===== config.mk =====
export PLATFORM = sky130hd
export DESIGN_NAME = bf16_fp32_fma_dot_product_unit
export DESIGN_NICKNAME = d
export VERILOG_FILES = /design/src/rtl/bfdp_pkg.sv /design/src/rtl/bfdp_front.sv /design/src/rtl/bfdp_queue.sv /design/src/rtl/bfdp_back.sv /design/src/rtl/bf16_fp32_fma_dot_product_unit.sv
export SDC_FILE = /design/constraint.sdc
export NUM_CORES = 2
export LEC_CHECK = 0
export BUFFER_PORTS_ARGS = -buffer_cell sky130_fd_sc_hd__buf_2
export CAP_MARGIN = 40
export CORE_ASPECT_RATIO = 1.75
export CORE_MARGIN = 2
export CORE_UTILIZATION = 45
export CTS_CLUSTER_DIAMETER = 30
export CTS_CLUSTER_SIZE = 25
export DETAILED_ROUTE_END_ITERATION = 8
export PLACE_DENSITY_LB_ADDON = 0.08
export SYNTH_ARGS = -nofsm -noshare
export SYNTH_HDL_FRONTEND = slang
export SYNTH_SLANG_ARGS = --single-unit

===== constraint.sdc =====
create_clock -name aclk -period 8.4 [get_ports aclk]
set_input_delay 0.84 -clock aclk [delete_from_list [all_inputs] [get_ports aclk]]
set_output_delay 0.84 -clock aclk [all_outputs]
set_load 0.01 [all_outputs]

===== src/rtl/bfdp_pkg.sv =====
// Shared types, constants and helper functions of the bf16 x fp32 dot product unit.
package bfdp_pkg;

    // Default depth of the queue between front and back
    localparam int QUEUE_DEPTH_DEF = 4;

    localparam logic [31:0] QUIET_BIT   = 32'h0040_0000;
    localparam logic [31:0] DEFAULT_NAN = 32'h7FC0_0000;
    localparam logic [31:0] POS_ZERO    = 32'h0000_0000;

    // Exponents travel as signed values wide enough for products of subnormals
    typedef logic signed [11:0] exp_t;

    // What the front learned about an item
    typedef enum logic [1:0] {
        K_FIN = 2'd0,   // finite product, possibly zero
        K_INF = 2'd1,   // infinite product
        K_INV = 2'd2,   // infinity times zero
        K_NAN = 2'd3    // NaN weight or activation, result fixed
    } kind_t;

    // Queue entry: classified item with normalized product
    typedef struct packed {
        kind_t       kind;
        logic [31:0] nan_val;
        logic        sp;       // product sign
        logic        pz;       // product is zero
        logic [47:0] pm;       // product significand, top bit at 47
        exp_t        lp;       // exponent of the product's top bit
        logic        last;
    } bfdp_entry_t;

    // Unpacked fp32 with normalized significand: value = m * 2^e
    typedef struct packed {
        logic        s;
        logic [23:0] m;
        exp_t        e;
    } unp_t;

    // Leading zero count of 24 bits (24 for zero)
    function automatic logic [4:0] lzc24(input logic [23:0] v);
        logic [4:0] n;
        n = 5'd24;
        for (int i = 0; i < 24; i++) begin
            if (v[i]) n = 5'(23 - i);
        end
        return n;
    endfunction

    // Leading zero count of 8 bits (8 for zero)
    function automatic logic [3:0] lzc8(input logic [7:0] v);
        logic [3:0] n;
        n = 4'd8;
        for (int i = 0; i < 8; i++) begin
            if (v[i]) n = 4'(7 - i);
        end
        return n;
    endfunction

    // Unpack a finite fp32 and normalize its significand to bit 23
    function automatic unp_t unpack_norm(input logic [31:0] x);
        unp_t       u;
        logic [4:0] lz;
        u.s = x[31];
        if (x[30:23] == 8'd0) begin
            u.m = {1'b0, x[22:0]};
            u.e = exp_t'(-149);
        end else begin
            u.m = {1'b1, x[22:0]};
            u.e = exp_t'({4'b0, x[30:23]}) - exp_t'(150);
        end
        lz = lzc24(u.m);
        if (lz < 5'd24) begin
            u.m = u.m << lz;
            u.e = u.e - exp_t'({7'b0, lz});
        end
        return u;
    endfunction

endpackage


===== src/rtl/bfdp_front.sv =====
// Front end: accepts beats, classifies operands, forms the exact product.
module bfdp_front (
    input  logic                 aclk,
    input  logic                 aresetn,
    input  logic                 s_tvalid,
    output logic                 s_tready,
    input  logic [47:0]          s_tdata,
    input  logic                 s_tlast,
    output logic                 push,
    input  logic                 full,
    output bfdp_pkg::bfdp_entry_t entry
);
    import bfdp_pkg::*;

    logic        s1_valid_reg;
    kind_t       s1_kind_reg;
    logic [31:0] s1_nan_reg;
    logic        s1_sp_reg;
    logic        s1_pz_reg;
    logic [23:0] s1_mw_reg;
    logic [23:0] s1_ma_reg;
    exp_t        s1_esum_reg;
    logic        s1_last_reg;

    logic [31:0] w32;
    logic [31:0] a32;
    logic        w_nan, a_nan, w_inf, a_inf, w_zero, a_zero;
    unp_t        wu, au;
    kind_t       kind_c;
    logic [31:0] nan_c;
    logic [47:0] prod;

    // Operand classification
    always_comb begin
        w32    = {s_tdata[15:0], 16'h0000};
        a32    = s_tdata[47:16];
        w_nan  = (&w32[30:23]) && (|w32[22:0]);
        a_nan  = (&a32[30:23]) && (|a32[22:0]);
        w_inf  = (&w32[30:23]) && !(|w32[22:0]);
        a_inf  = (&a32[30:23]) && !(|a32[22:0]);
        w_zero = (w32[30:0] == 31'd0);
        a_zero = (a32[30:0] == 31'd0);
        wu     = unpack_norm(w32);
        au     = unpack_norm(a32);
        nan_c  = DEFAULT_NAN;
        if (w_nan) begin
            kind_c = K_NAN;
            nan_c  = w32 | QUIET_BIT;
        end else if (a_nan) begin
            kind_c = K_NAN;
            nan_c  = a32 | QUIET_BIT;
        end else if (w_inf || a_inf) begin
            kind_c = (w_zero || a_zero) ? K_INV : K_INF;
        end else begin
            kind_c = K_FIN;
        end
    end

    assign s_tready = !s1_valid_reg || !full;
    assign push     = s1_valid_reg && !full;

    // Classification register
    always_ff @(posedge aclk) begin
        if (!aresetn) begin
            s1_valid_reg <= 1'b0;
        end else if (s_tready) begin
            s1_valid_reg <= s_tvalid;
        end
        if (s_tvalid && s_tready) begin
            s1_kind_reg <= kind_c;
            s1_nan_reg  <= nan_c;
            s1_sp_reg   <= w32[31] ^ a32[31];
            s1_pz_reg   <= w_zero || a_zero;
            s1_mw_reg   <= wu.m;
            s1_ma_reg   <= au.m;
            s1_esum_reg <= wu.e + au.e;
            s1_last_reg <= s_tlast;
        end
    end

    // Product, normalized to bit 47, written into the queue
    always_comb begin
        prod          = s1_mw_reg * s1_ma_reg;
        entry.kind    = s1_kind_reg;
        entry.nan_val = s1_nan_reg;
        entry.sp      = s1_sp_reg;
        entry.pz      = s1_pz_reg;
        entry.last    = s1_last_reg;
        if (prod[47]) begin
            entry.pm = prod;
            entry.lp = s1_esum_reg + exp_t'(47);
        end else begin
            entry.pm = {prod[46:0], 1'b0};
            entry.lp = s1_esum_reg + exp_t'(46);
        end
    end

endmodule


===== src/rtl/bfdp_queue.sv =====
// Small queue of classified items between front and back.
module bfdp_queue #(
    parameter int DEPTH = bfdp_pkg::QUEUE_DEPTH_DEF
) (
    input  logic                  aclk,
    input  logic                  aresetn,
    input  logic                  push,
    input  bfdp_pkg::bfdp_entry_t din,
    output logic                  full,
    input  logic                  pop,
    output bfdp_pkg::bfdp_entry_t dout,
    output logic                  empty
);
    import bfdp_pkg::*;

    localparam int PW = $clog2(DEPTH);
    localparam int CW = $clog2(DEPTH + 1);

    bfdp_entry_t   mem_reg [DEPTH];
    logic [PW-1:0] wr_ptr_reg, rd_ptr_reg;
    logic [CW-1:0] count_reg;

    assign full  = (count_reg == CW'(DEPTH));
    assign empty = (count_reg == '0);
    assign dout  = mem_reg[rd_ptr_reg];

    // Storage
    always_ff @(posedge aclk) begin
        if (push) mem_reg[wr_ptr_reg] <= din;
    end

    // Pointers and fill count
    always_ff @(posedge aclk) begin
        if (!aresetn) begin
            wr_ptr_reg <= '0;
            rd_ptr_reg <= '0;
            count_reg  <= '0;
        end else begin
            if (push) begin
                wr_ptr_reg <= (wr_ptr_reg == PW'(DEPTH - 1)) ? '0 : wr_ptr_reg + 1'b1;
            end
            if (pop) begin
                rd_ptr_reg <= (rd_ptr_reg == PW'(DEPTH - 1)) ? '0 : rd_ptr_reg + 1'b1;
            end
            if (push && !pop) count_reg <= count_reg + 1'b1;
            else if (pop && !push) count_reg <= count_reg - 1'b1;
        end
    end

endmodule


===== src/rtl/bfdp_back.sv =====
// Back end: fused add into the accumulator, normalize, round, deliver row sums.
module bfdp_back (
    input  logic                  aclk,
    input  logic                  aresetn,
    input  bfdp_pkg::bfdp_entry_t entry,
    input  logic                  empty,
    output logic                  pop,
    output logic                  m_tvalid,
    input  logic                  m_tready,
    output logic [31:0]           m_tdata
);
    import bfdp_pkg::*;

    typedef enum logic [5:0] {
        S_LOAD = 6'b000001,
        S_ADD  = 6'b000010,
        S_NRM1 = 6'b000100,
        S_NRM2 = 6'b001000,
        S_RND  = 6'b010000,
        S_DONE = 6'b100000
    } state_t;

    state_t      state_reg, state_next;
    logic [31:0] acc_reg, acc_next;
    logic        sp_reg, sp_next;
    logic [47:0] pm_reg, pm_next;
    exp_t        lp_reg, lp_next;
    logic        last_reg, last_next;
    logic        sc_reg, sc_next;
    logic [23:0] cm_reg, cm_next;
    exp_t        lc_reg, lc_next;
    logic        cz_reg, cz_next;
    logic [55:0] sum_reg, sum_next;
    logic        sgn_reg, sgn_next;
    exp_t        ex_reg, ex_next;
    exp_t        rem_reg, rem_next;
    logic [31:0] res_reg, res_next;
    logic        out_valid_reg, out_valid_next;
    logic [31:0] out_data_reg, out_data_next;

    // Load stage signals
    logic        c_nan, c_inf, c_zero;
    unp_t        cu;
    // Add stage signals
    logic        pbig, sb, ss;
    logic [47:0] bm, sm;
    exp_t        lb, d;
    logic [50:0] bw, swf, sw;
    logic [52:0] diff;
    logic [51:0] s52;
    // Normalize stage signals
    exp_t        allow, rsh;
    logic [2:0]  zb;
    logic        found;
    logic [5:0]  sh1;
    logic [3:0]  lz2, sh2;
    // Round stage signals
    logic [23:0] m24, mr;
    logic        inc;
    logic [24:0] m25;
    exp_t        er, be;
    logic        commit;

    assign pop      = (state_reg == S_LOAD) && !empty;
    assign commit   = !last_reg || !out_valid_reg || m_tready;
    assign m_tvalid = out_valid_reg;
    assign m_tdata  = out_data_reg;

    always_comb begin
        state_next     = state_reg;
        acc_next       = acc_reg;
        sp_next        = sp_reg;
        pm_next        = pm_reg;
        lp_next        = lp_reg;
        last_next      = last_reg;
        sc_next        = sc_reg;
        cm_next        = cm_reg;
        lc_next        = lc_reg;
        cz_next        = cz_reg;
        sum_next       = sum_reg;
        sgn_next       = sgn_reg;
        ex_next        = ex_reg;
        rem_next       = rem_reg;
        res_next       = res_reg;
        out_valid_next = out_valid_reg && !m_tready;
        out_data_next  = out_data_reg;

        c_nan  = (&acc_reg[30:23]) && (|acc_reg[22:0]);
        c_inf  = (&acc_reg[30:23]) && !(|acc_reg[22:0]);
        c_zero = (acc_reg[30:0] == 31'd0);
        cu     = unpack_norm(acc_reg);

        pbig = cz_reg || (lp_reg >= lc_reg);
        bm   = pbig ? pm_reg : {cm_reg, 24'h0};
        sm   = pbig ? (cz_reg ? 48'h0 : {cm_reg, 24'h0}) : pm_reg;
        sb   = pbig ? sp_reg : sc_reg;
        ss   = pbig ? sc_reg : sp_reg;
        lb   = pbig ? lp_reg : lc_reg;
        d    = pbig ? (lp_reg - lc_reg) : (lc_reg - lp_reg);
        bw   = {bm, 3'b000};
        swf  = {sm, 3'b000};
        s52  = '0;
        diff = '0;
        sw   = '0;
        allow = '0;
        rsh   = '0;
        zb    = '0;
        found = 1'b0;
        sh1   = '0;
        lz2   = '0;
        sh2   = '0;
        m24   = '0;
        mr    = '0;
        inc   = 1'b0;
        m25   = '0;
        er    = '0;
        be    = '0;

        case (state_reg)
            // Take an item, unpack the accumulator, settle special cases
            S_LOAD: begin
                if (!empty) begin
                    sp_next   = entry.sp;
                    pm_next   = entry.pm;
                    lp_next   = entry.lp;
                    last_next = entry.last;
                    sc_next   = cu.s;
                    cm_next   = cu.m;
                    lc_next   = cu.e + exp_t'(23);
                    cz_next   = c_zero;
                    state_next = S_DONE;
                    if (entry.kind == K_NAN) begin
                        res_next = entry.nan_val;
                    end else if (c_nan) begin
                        res_next = acc_reg | QUIET_BIT;
                    end else if (entry.kind == K_INV) begin
                        res_next = DEFAULT_NAN;
                    end else if (entry.kind == K_INF) begin
                        res_next = (c_inf && (acc_reg[31] != entry.sp)) ? DEFAULT_NAN
                                 : {entry.sp, 8'hFF, 23'h0};
                    end else if (c_inf) begin
                        res_next = acc_reg;
                    end else if (entry.pz) begin
                        res_next = c_zero ? {entry.sp & acc_reg[31], 31'h0} : acc_reg;
                    end else begin
                        state_next = S_ADD;
                    end
                end
            end
            // Align the smaller operand with sticky and add or subtract
            S_ADD: begin
                if (d >= exp_t'(51)) begin
                    sw = {50'h0, |sm};
                end else begin
                    sw = (swf >> d[5:0])
                       | {50'h0, |(swf & ~({51{1'b1}} << d[5:0]))};
                end
                diff = {2'b00, bw} - {2'b00, sw};
                if (sb == ss) begin
                    s52      = {1'b0, bw} + {1'b0, sw};
                    sgn_next = sb;
                end else if (!diff[52]) begin
                    s52      = diff[51:0];
                    sgn_next = sb;
                end else begin
                    s52      = {1'b0, sw} - {1'b0, bw};
                    sgn_next = ss;
                end
                sum_next   = {s52, 4'h0};
                ex_next    = lb + exp_t'(1);
                state_next = S_NRM1;
            end
            // Settle a zero sum, coarse normalize by bytes, or shift right into the subnormal range
            S_NRM1: begin
                allow = ex_reg + exp_t'(126);
                if (sum_reg == 56'h0) begin
                    res_next   = POS_ZERO;
                    state_next = S_DONE;
                end else if (allow < exp_t'(0)) begin
                    rsh = -allow;
                    if (rsh >= exp_t'(56)) begin
                        sum_next = 56'h1;
                    end else begin
                        sum_next = (sum_reg >> rsh[5:0])
                                 | {55'h0, |(sum_reg & ~({56{1'b1}} << rsh[5:0]))};
                    end
                    ex_next    = exp_t'(-126);
                    rem_next   = exp_t'(0);
                    state_next = S_NRM2;
                end else begin
                    for (int i = 6; i >= 0; i--) begin
                        if (!found) begin
                            if (sum_reg[i*8 +: 8] != 8'h0) found = 1'b1;
                            else zb = zb + 3'd1;
                        end
                    end
                    sh1 = {zb, 3'b000};
                    if (exp_t'({6'b0, sh1}) > allow) sh1 = allow[5:0];
                    sum_next   = sum_reg << sh1;
                    ex_next    = ex_reg - exp_t'({6'b0, sh1});
                    rem_next   = allow - exp_t'({6'b0, sh1});
                    state_next = S_NRM2;
                end
            end
            // Fine normalize within the top byte
            S_NRM2: begin
                lz2 = lzc8(sum_reg[55:48]);
                sh2 = (exp_t'({8'b0, lz2}) > rem_reg) ? rem_reg[3:0] : lz2;
                sum_next   = sum_reg << sh2;
                ex_next    = ex_reg - exp_t'({8'b0, sh2});
                state_next = S_RND;
            end
            // Round to nearest even and pack
            S_RND: begin
                m24 = sum_reg[55:32];
                inc = sum_reg[31] && ((|sum_reg[30:0]) || m24[0]);
                m25 = {1'b0, m24} + {24'h0, inc};
                if (m25[24]) begin
                    mr = 24'h80_0000;
                    er = ex_reg + exp_t'(1);
                end else begin
                    mr = m25[23:0];
                    er = ex_reg;
                end
                be = er + exp_t'(127);
                if (!mr[23]) begin
                    res_next = {sgn_reg, 8'h00, mr[22:0]};
                end else if (be >= exp_t'(255)) begin
                    res_next = {sgn_reg, 8'hFF, 23'h0};
                end else begin
                    res_next = {sgn_reg, be[7:0], mr[22:0]};
                end
                state_next = S_DONE;
            end
            // Update the accumulator, hand out the row sum on the last beat
            S_DONE: begin
                if (commit) begin
                    if (last_reg) begin
                        out_valid_next = 1'b1;
                        out_data_next  = res_reg;
                        acc_next       = POS_ZERO;
                    end else begin
                        acc_next = res_reg;
                    end
                    state_next = S_LOAD;
                end
            end
            default: begin
                state_next = S_LOAD;
            end
        endcase
    end

    // Control registers
    always_ff @(posedge aclk) begin
        if (!aresetn) begin
            state_reg     <= S_LOAD;
            acc_reg       <= POS_ZERO;
            out_valid_reg <= 1'b0;
        end else begin
            state_reg     <= state_next;
            acc_reg       <= acc_next;
            out_valid_reg <= out_valid_next;
        end
    end

    // Datapath registers
    always_ff @(posedge aclk) begin
        sp_reg       <= sp_next;
        pm_reg       <= pm_next;
        lp_reg       <= lp_next;
        last_reg     <= last_next;
        sc_reg       <= sc_next;
        cm_reg       <= cm_next;
        lc_reg       <= lc_next;
        cz_reg       <= cz_next;
        sum_reg      <= sum_next;
        sgn_reg      <= sgn_next;
        ex_reg       <= ex_next;
        rem_reg      <= rem_next;
        res_reg      <= res_next;
        out_data_reg <= out_data_next;
    end

`ifndef SYNTH
    // A delivered row sum clears the accumulator
    assert property (@(posedge aclk) disable iff (!aresetn)
        (state_reg == S_DONE && commit && last_reg) |=> (acc_reg == POS_ZERO))
        else $error("accumulator not cleared after row end");

    // A taken item leaves the load state
    assert property (@(posedge aclk) disable iff (!aresetn)
        pop |=> (state_reg == S_ADD || state_reg == S_DONE))
        else $error("item popped but back did not advance");

    // A row end waits while the output register is still held
    assert property (@(posedge aclk) disable iff (!aresetn)
        (state_reg == S_DONE && last_reg && out_valid_reg && !m_tready)
        |=> (state_reg == S_DONE && $stable(acc_reg)))
        else $error("row end overran a held result");
`endif

endmodule


===== src/rtl/bf16_fp32_fma_dot_product_unit.sv =====
// Top level of the bf16 weight x fp32 activation fused dot product unit.
//
//  channel | dir | handshake         | payload
//  --------+-----+-------------------+--------------------------------------------
//  s_      | in  | s_tvalid/s_tready | s_tdata: weight_bits, activation_bits; s_tlast
//  m_      | out | m_tvalid/m_tready | m_tdata: dot_result_bits
//
// A beat enters the front every cycle while the queue has room; the front
// registers its classification, then forms the product into the queue. The back
// steps each item through load, add, coarse and fine normalize, round and done
// around the accumulator, popping no new item before done (a zero sum skips fine
// normalize and round; NaN, infinity and zero-product cases go from load to done);
// this sets the sustained rate. Reset (aresetn low, synchronous) empties the queue
// and sets the accumulator to +0.0. A stalled m_ side holds only row-end beats.
module bf16_fp32_fma_dot_product_unit #(
    parameter int QUEUE_DEPTH = bfdp_pkg::QUEUE_DEPTH_DEF
) (
    input  logic        aclk,
    input  logic        aresetn,
    input  logic        s_tvalid,
    output logic        s_tready,
    input  logic [47:0] s_tdata,   // [15:0] weight_bits, [47:16] activation_bits
    input  logic        s_tlast,
    output logic        m_tvalid,
    input  logic        m_tready,
    output logic [31:0] m_tdata    // [31:0] dot_result_bits
);
    import bfdp_pkg::*;

    bfdp_entry_t q_in, q_out;
    logic        q_push, q_pop, q_full, q_empty;

    bfdp_front u_front (
        .aclk     (aclk),
        .aresetn  (aresetn),
        .s_tvalid (s_tvalid),
        .s_tready (s_tready),
        .s_tdata  (s_tdata),
        .s_tlast  (s_tlast),
        .push     (q_push),
        .full     (q_full),
        .entry    (q_in)
    );

    bfdp_queue #(
        .DEPTH (QUEUE_DEPTH)
    ) u_queue (
        .aclk    (aclk),
        .aresetn (aresetn),
        .push    (q_push),
        .din     (q_in),
        .full    (q_full),
        .pop     (q_pop),
        .dout    (q_out),
        .empty   (q_empty)
    );

    bfdp_back u_back (
        .aclk     (aclk),
        .aresetn  (aresetn),
        .entry    (q_out),
        .empty    (q_empty),
        .pop      (q_pop),
        .m_tvalid (m_tvalid),
        .m_tready (m_tready),
        .m_tdata  (m_tdata)
    );

endmodule


# Yosys cells after proc, flatten, opt, wreduce, memory -nomap -nowiden
# Memory sizes are Yosys's and may differ from the RTL's. A register that Yosys moved wholly into a read port is not among the register bits.
# Cells that the tools add are included.
[totals]
ff_bits = 389
input_bits = 53
out_inout_bits = 34
romBits = 0
n_memories = 1
word_cells = 404
ramBits = 388
latchBits = 0
[classes]
div_mod_pow = 0
magnitude_cmp = 10
shift = 9
mux = 219
eq_ne = 19
reduce_logical = 69
n_mul = 1
n_addsub = 34
bitwise_logic = 11
[mem_list]
columns = ["memory", "depth", "width", "read_ports", "rd_ports_with_merged_regs", "wr", "line", "source"]
rows = [
  ["u_queue.mem_reg", 4, 97, 1, 1, 1, "bfdp_queue.sv:19", "bfdp_entry_t mem_reg [DEPTH];"],
]
[op_table]
columns = ["op", "count"]
rows = [
  ["32-bit two-way mux", 13],
  ["5-bit two-way mux", 55],
  ["36-bit two-way mux", 6],
  ["56-bit two-way mux", 3],
  ["56-bit case mux with 3 select lines", 1],
  ["48-bit two-way mux", 3],
  ["4-bit two-way mux", 27],
  ["3-bit two-way mux", 35],
  ["52-bit two-way mux", 2],
  ["51-bit by 51-bit subtractor with 52-bit output", 2],
  ["51-bit two-way mux", 2],
  ["32-bit case mux with 3 select lines", 1],
  ["6-bit two-way mux", 13],
  ["12-bit two-way mux", 6],
  ["24-bit by 5-bit << shifter with 24-bit output", 3],
  ["31-bit logical NOT", 2],
  ["31-bit two-way mux", 2],
  ["60-bit two-way mux", 1],
  ["56-bit bitwise AND", 1],
  ["56-bit logical NOT", 1],
  ["56-bit NOT", 1],
  ["56-bit by 1-bit bitwise OR with 56-bit output", 1],
  ["8-bit nonzero test", 7],
  ["56-bit OR reduction", 1],
  ["73 further kinds", 183],
]

# Depth between registers and ports, before layout
[depth]
word_depth = 50
ltp_mapped = 41
ltp_nobuf = 38

# Cells and area by module
# From an unflattened synthesis, not the netlist that was laid out.
[hier_totals]
hier_cells = 7287
area_unflattened_um2 = 68528.2
[by_module_without_submodules]
columns = ["mod", "seq_area_each_um2", "instances", "cells_each", "area_each_um2"]
rows = [
  ["bfdp_back", 8137.8, 1, 5238, 40406.3],
  ["bfdp_queue", 11831.3, 1, 551, 14442.6],
  ["bfdp_front", 2422.3, 1, 1498, 13679.4],
]

# Worst setup path before layout
# Ideal clock, no wire load.
[synth_path]
path_type = "reg2reg"
startpoint = "register u_back.lp_reg[0]"
endpoint = "register u_back.sum_reg[53] (data pin)"
t_required_ps = 8131
n_path_buf = 4
setup_ps = 269
synth_period_minus_slack_ps = 7492
path_stages_with_launch = 39
setup_slack_ps = 908
arrival_ps = 7223
path_cell_list = "edfxtp_1 > inv_1 > ha_1 > inv_1 > fa_1 > clkbuf_1 > nand3_1 > a21boi_1 > o31ai_2 > buf_4 > a21oi_2 > o21a_2 > or4_1 > nand3_1 > a21o_1 > clkbuf_1 > nand2_1 > a211o_1 > [3 not listed] > o21ai_0 > a21oi_1 > o21ai_0 > a21boi_0 > o21a_1 > o21a_1 > o21ai_0 > a21oi_1 > o21ai_0 > a2111oi_0 > o21ai_0 > a21oi_1 > nor2_1 > o21ai_0 > a2111oi_0 > a221oi_1 > xnor2_1 > o211ai_1"
[synth_via]
elab_chain_cells = 14
word_cells_on_any_way = 26
cone_classes = "add/sub: 5; order compare: 2; eq/ne: 1; shift: 2; mux: 10; bitwise: 3; reduce/logical: 3"
[synth_rtl]
columns = ["element", "line", "source"]
rows = [
  ["from (decl)", "bfdp_back.sv:27", "exp_t lp_reg, lp_next;"],
  ["from (signal assigned)", "bfdp_back.sv:271", "lp_reg <= lp_next;"],
  ["12-bit >= comparator", "bfdp_back.sv:93", "pbig = cz_reg || (lp_reg >= lc_reg);"],
  ["1-bit logical OR", "bfdp_back.sv:93", ""],
  ["12-bit two-way mux", "bfdp_back.sv:99", "d = pbig ? (lp_reg - lc_reg) : (lc_reg - lp_reg);"],
  ["51-bit by 6-bit << shifter with 51-bit output", "bfdp_back.sv:156", "| {50'h0, |(swf & ~({51{1'b1}} << d[5:0]))};"],
  ["51-bit NOT", "bfdp_back.sv:156", ""],
  ["51-bit bitwise AND", "bfdp_back.sv:156", ""],
  ["51-bit OR reduction", "bfdp_back.sv:156", ""],
  ["51-bit by 1-bit bitwise OR with 51-bit output", "bfdp_back.sv:156", ""],
  ["51-bit two-way mux", "bfdp_back.sv:152", "if (d >= exp_t'(51)) begin"],
  ["51-bit two-way mux", "bfdp_back.sv:119", "case (state_reg)"],
  ["51-bit by 51-bit subtractor with 52-bit output, on equally long branches", "bfdp_back.sv:158, bfdp_back.sv:166", ""],
  ["52-bit two-way mux", "bfdp_back.sv:162", "end else if (!diff[52]) begin"],
  ["52-bit two-way mux (*)", "bfdp_back.sv:159", "if (sb == ss) begin"],
  ["56-bit case mux with 3 select lines (*)", "bfdp_back.sv:119", ""],
  ["via u_back.sum_next[53]", "bfdp_back.sv:33", "logic [55:0] sum_reg, sum_next;"],
  ["to (signal assigned)", "bfdp_back.sv:277", "sum_reg <= sum_next;"],
  ["to (decl)", "bfdp_back.sv:33", ""],
]
# Mark *: on every way through the listed nets, which the timed path passes. The rest lies on a longest branch. The select of a mux whose other input is x is not followed.
# A chain may end at the register's enable or synchronous reset.

# Worst setup path in the final report
[layout_path]
startpoint = "register u_back.lc_reg[0]"
endpoint = "register u_back.sum_reg[52] (data pin)"
[layout_via]
elab_chain_cells = 14
word_cells_on_any_way = 26
cone_classes = "add/sub: 5; order compare: 2; eq/ne: 1; shift: 2; mux: 10; bitwise: 3; reduce/logical: 3"
[layout_rtl]
columns = ["element", "line", "source"]
rows = [
  ["from (decl)", "bfdp_back.sv:31", "exp_t lc_reg, lc_next;"],
  ["from (signal assigned)", "bfdp_back.sv:275", "lc_reg <= lc_next;"],
  ["12-bit >= comparator", "bfdp_back.sv:93", ""],
  ["1-bit logical OR", "bfdp_back.sv:93", ""],
  ["12-bit two-way mux", "bfdp_back.sv:99", ""],
  ["51-bit by 6-bit << shifter with 51-bit output", "bfdp_back.sv:156", ""],
  ["51-bit NOT", "bfdp_back.sv:156", ""],
  ["51-bit bitwise AND", "bfdp_back.sv:156", ""],
  ["51-bit OR reduction", "bfdp_back.sv:156", ""],
  ["51-bit by 1-bit bitwise OR with 51-bit output", "bfdp_back.sv:156", ""],
  ["51-bit two-way mux", "bfdp_back.sv:152", ""],
  ["51-bit two-way mux", "bfdp_back.sv:119", ""],
  ["51-bit by 51-bit subtractor with 52-bit output, on equally long branches", "bfdp_back.sv:158, bfdp_back.sv:166", ""],
  ["52-bit two-way mux", "bfdp_back.sv:162", ""],
  ["52-bit two-way mux (*)", "bfdp_back.sv:159", ""],
  ["56-bit case mux with 3 select lines (*)", "bfdp_back.sv:119", ""],
  ["via u_back.sum_next[52]", "bfdp_back.sv:33", ""],
]
# Marked as above.

==> flow_summary.ini <==
[run_status]
status = finished clean

[setup_path]
regToRegSetupSlack_ns = 0.27
critPathLaunchType = flop
cpMostUsedCell = buf_4
cp.required_ns = 8.87
arrival_ns = 8.60
cp_max_fo = 7
timing.critical_path.buf_inv = 9
cp-end-kind = flop
slowest_stage = fa_2
cp_top_family = compound AO/OA/AOI/OAI gates
path_class = flop to flop
max_stage_delay_ns = 0.81

[sta]
relSlewSlack_pct = 33.3
maxSlewViolCount = 0
min_period_ns = 8.13
worst_slack_ns = 0.273
min_period_over_period_pct = 96.8
tightest_slew_ns = 0.989
report.final.hold_viol_count = 0
fmax_mhz = 123
fin_skew_ns = 0.0736
setup_viol = 0

[run]
maxCapViolCount = 0

[global_routing]
grt_pass1_wl_mm = 439
grt_start_max_net_pins = 82
grt_pass1_vias = 58300
antenna_found_initial = 56
grt_overflow = 0
grt_usage_pct = 44.7

[layout]
largest_reg_flops = 320
syn_to_final_growth_pct = 18.3
drive_gt1_share_pct = 20.0
nFillCells = 12600
final_cells = 8987
fin_nets = 7600

[place]
dp.cells = 8743
dp_worst_setup_slack_ns = -0.285
place_hpwl_mm = 234
gp_congestion = 1.09
io_buffers = 86

[die]
coreArea_um2 = 136000
row_count = 179
die_height_um = 493
die_area_um2 = 140000
start_util_pct = 45.3
pin_count = 87
dieWidth_um = 283

[routing]
drt_iter0_drc = 5114
post_drt_wl_per_cell_um = 34.6
drt-pass1-iter-count = 7
postRouteWirelength_mm = 311
viasPerCell = 6.48
vias = 58200
ant_nets = 0
drc_errors = 0

[synth]
async_flop_share_pct = 0
synth_edf_count = 629
synth-seq-cells = 678
avgSynthCellArea_um2 = 9.36
netlist_area_um2 = 61500
synth_sequential_area_ratio_pct = 32.3
yosysWarnings = 0
syn_inst = 6570
synth.distinct_cells = 120
synthFlopType = edfxtp_1

[cts]
htreeDepth = 3
cts_tree = done
clk_latency_ns = 0.79
root_buffer = clkbuf_16
clk_pin_slew_ns = 0.07
cts.sinks = 678
clk_path_buf_depth = 3
holdBufCountCts = 0
cts_buffers = 90

[min_path]
min_path_type = primary input to flop
path summary, 6_finish.rpt:
path         depth (start not counted)                            end                         start
max                                 37   u_back.sum_reg[52]$_DFFE_PP_    u_back.lc_reg[0]$_DFFE_PP_
min                                  1  u_front.s1_last_reg$_DFFE_PP_                       s_tlast
max reg2reg                         37   u_back.sum_reg[52]$_DFFE_PP_    u_back.lc_reg[0]$_DFFE_PP_
min reg2reg                          0   u_back.m_tdata[30]$_DFFE_PP_  u_back.res_reg[30]$_DFFE_PP_
final cells by class:
type	count	area (um2)	share of cell area [%]
multi-input cells	4999	38700	53.2
flip-flops and latches	678	19900	27.3
repair buffers	862	6840	9.40
clock buffers	94	2280	3.13
well taps	1810	2260	3.11
inverters	431	1620	2.23
clock inverters	74	1040	1.43
diodes	39	97.6	0.134
per-layer routing:
metal,global-route usage [%],routed length [um]
met1,39.2,91400
met2,73.7,149000
met3,17.3,26000
met4,51.2,44200
met5,0,251
logic make-up after synthesis:
| kind of cell | Yosys count | synth area share, % |
|---|---|---|
| AND/OR/NAND/NOR | 1946 | 14.9 |
| multiplexers | 735 | 15.5 |
| adder cells (fa/ha/maj) | 492 | 11.7 |
| flip-flops | 678 | 32.3 |
| AO/OA/AOI/OAI | 1581 | 16.5 |
| buffers and inverters | 902 | 5.70 |
| XOR/XNOR | 234 | 3.35 |
| other | 2 | 0.0122 |
through the flow:
stage,TNS (ns),utilization (%),hold WS (ns),area (um2)
CTS,0,53.1,0.232,72100
finish,0,53.6,0.235,72800
detailed placement,-0.556,50.6,0.441,68700
global placement,-15.36,50.3,0.436,68300
global route,-0.0266,53.5,0.208,72700
floorplan,0,-,0.427,61500
what timing repair did:
item	CTS	global route
hold endpoints to repair	0	0
endpoints found under the setup margin	6	216
setup buffers	0	11
pin swaps	1	12
gates cloned	0	0
resized for setup	5	43
Yosys cell counts, types with 29 or more instances:
| master | number | share of area [%] |
|---|---|---|
| a31oi_1 | 73 | 0.74 |
| ha_1 | 347 | 7.1 |
| edfxtp_1 | 629 | 31 |
| xor2_1 | 81 | 1.2 |
| a211oi_1 | 76 | 0.93 |
| nand2b_1 | 31 | 0.32 |
| o21bai_1 | 45 | 0.55 |
| a21o_1 | 49 | 0.60 |
| and3_1 | 62 | 0.63 |
| o211ai_1 | 40 | 0.49 |
| nor3_1 | 146 | 1.2 |
| mux4_2 | 167 | 6.1 |
| a21oi_1 | 426 | 3.5 |
| nor2_1 | 489 | 3.0 |
| mux2_2 | 75 | 1.4 |
| xnor2_1 | 152 | 2.2 |
| o31ai_1 | 29 | 0.35 |
| buf_1 | 71 | 0.43 |
| nand4_1 | 30 | 0.31 |
| o21ai_0 | 384 | 3.1 |
| fa_1 | 138 | 4.5 |
| inv_1 | 426 | 2.6 |
| nor4_1 | 53 | 0.54 |
| mux2i_1 | 492 | 8.0 |
| buf_2 | 45 | 0.37 |
| nor2b_1 | 81 | 0.82 |
| o22ai_1 | 70 | 0.71 |
| a22oi_1 | 77 | 0.94 |
| nand3_1 | 117 | 0.95 |
| nand2_1 | 666 | 4.1 |
| or3_1 | 40 | 0.41 |
| clkbuf_1 | 344 | 2.1 |
| o221ai_1 | 36 | 0.51 |
| and2_1 | 131 | 1.3 |
| dfxtp_1 | 49 | 1.6 |
worst register-to-register path, delay by kind of cell, from the launching register on:
kind,cells,cell delay (ns)
compound gates,18,3.92
xor+xnor,1,0.15
fa+ha+maj,3,1.32
buf+inv,9,1.28
flops,1,0.37
mux,2,0.35
simple gates,4,0.47
cell usage in the layout, fill, tap and decap left out, drive strengths merged, types with 45 or more instances in the layout:
cell type / synthesis / routed
a21o: 49 / 49
and3: 63 / 63
clkbuf: 344 / 99
a22oi: 77 / 77
o21ai: 402 / 402
nor4: 53 / 53
nor2: 494 / 494
nor2b: 81 / 81
xor2: 81 / 81
buf: 127 / 856
nor3: 149 / 149
edfxtp: 629 / 629
mux2i: 492 / 492
xnor2: 153 / 153
a211oi: 79 / 79
fa: 138 / 138
a21oi: 428 / 428
ha: 347 / 347
nand2: 667 / 667
mux4: 167 / 167
o21bai: 45 / 45
dfxtp: 49 / 49
nand3: 117 / 117
a31oi: 73 / 73
o22ai: 70 / 70
inv: 429 / 451
mux2: 76 / 76
and2: 132 / 132
Power is left out: the tool's default activity adds up to more than one toggle a clock period on the data nets, which glitch-free logic cannot reach.
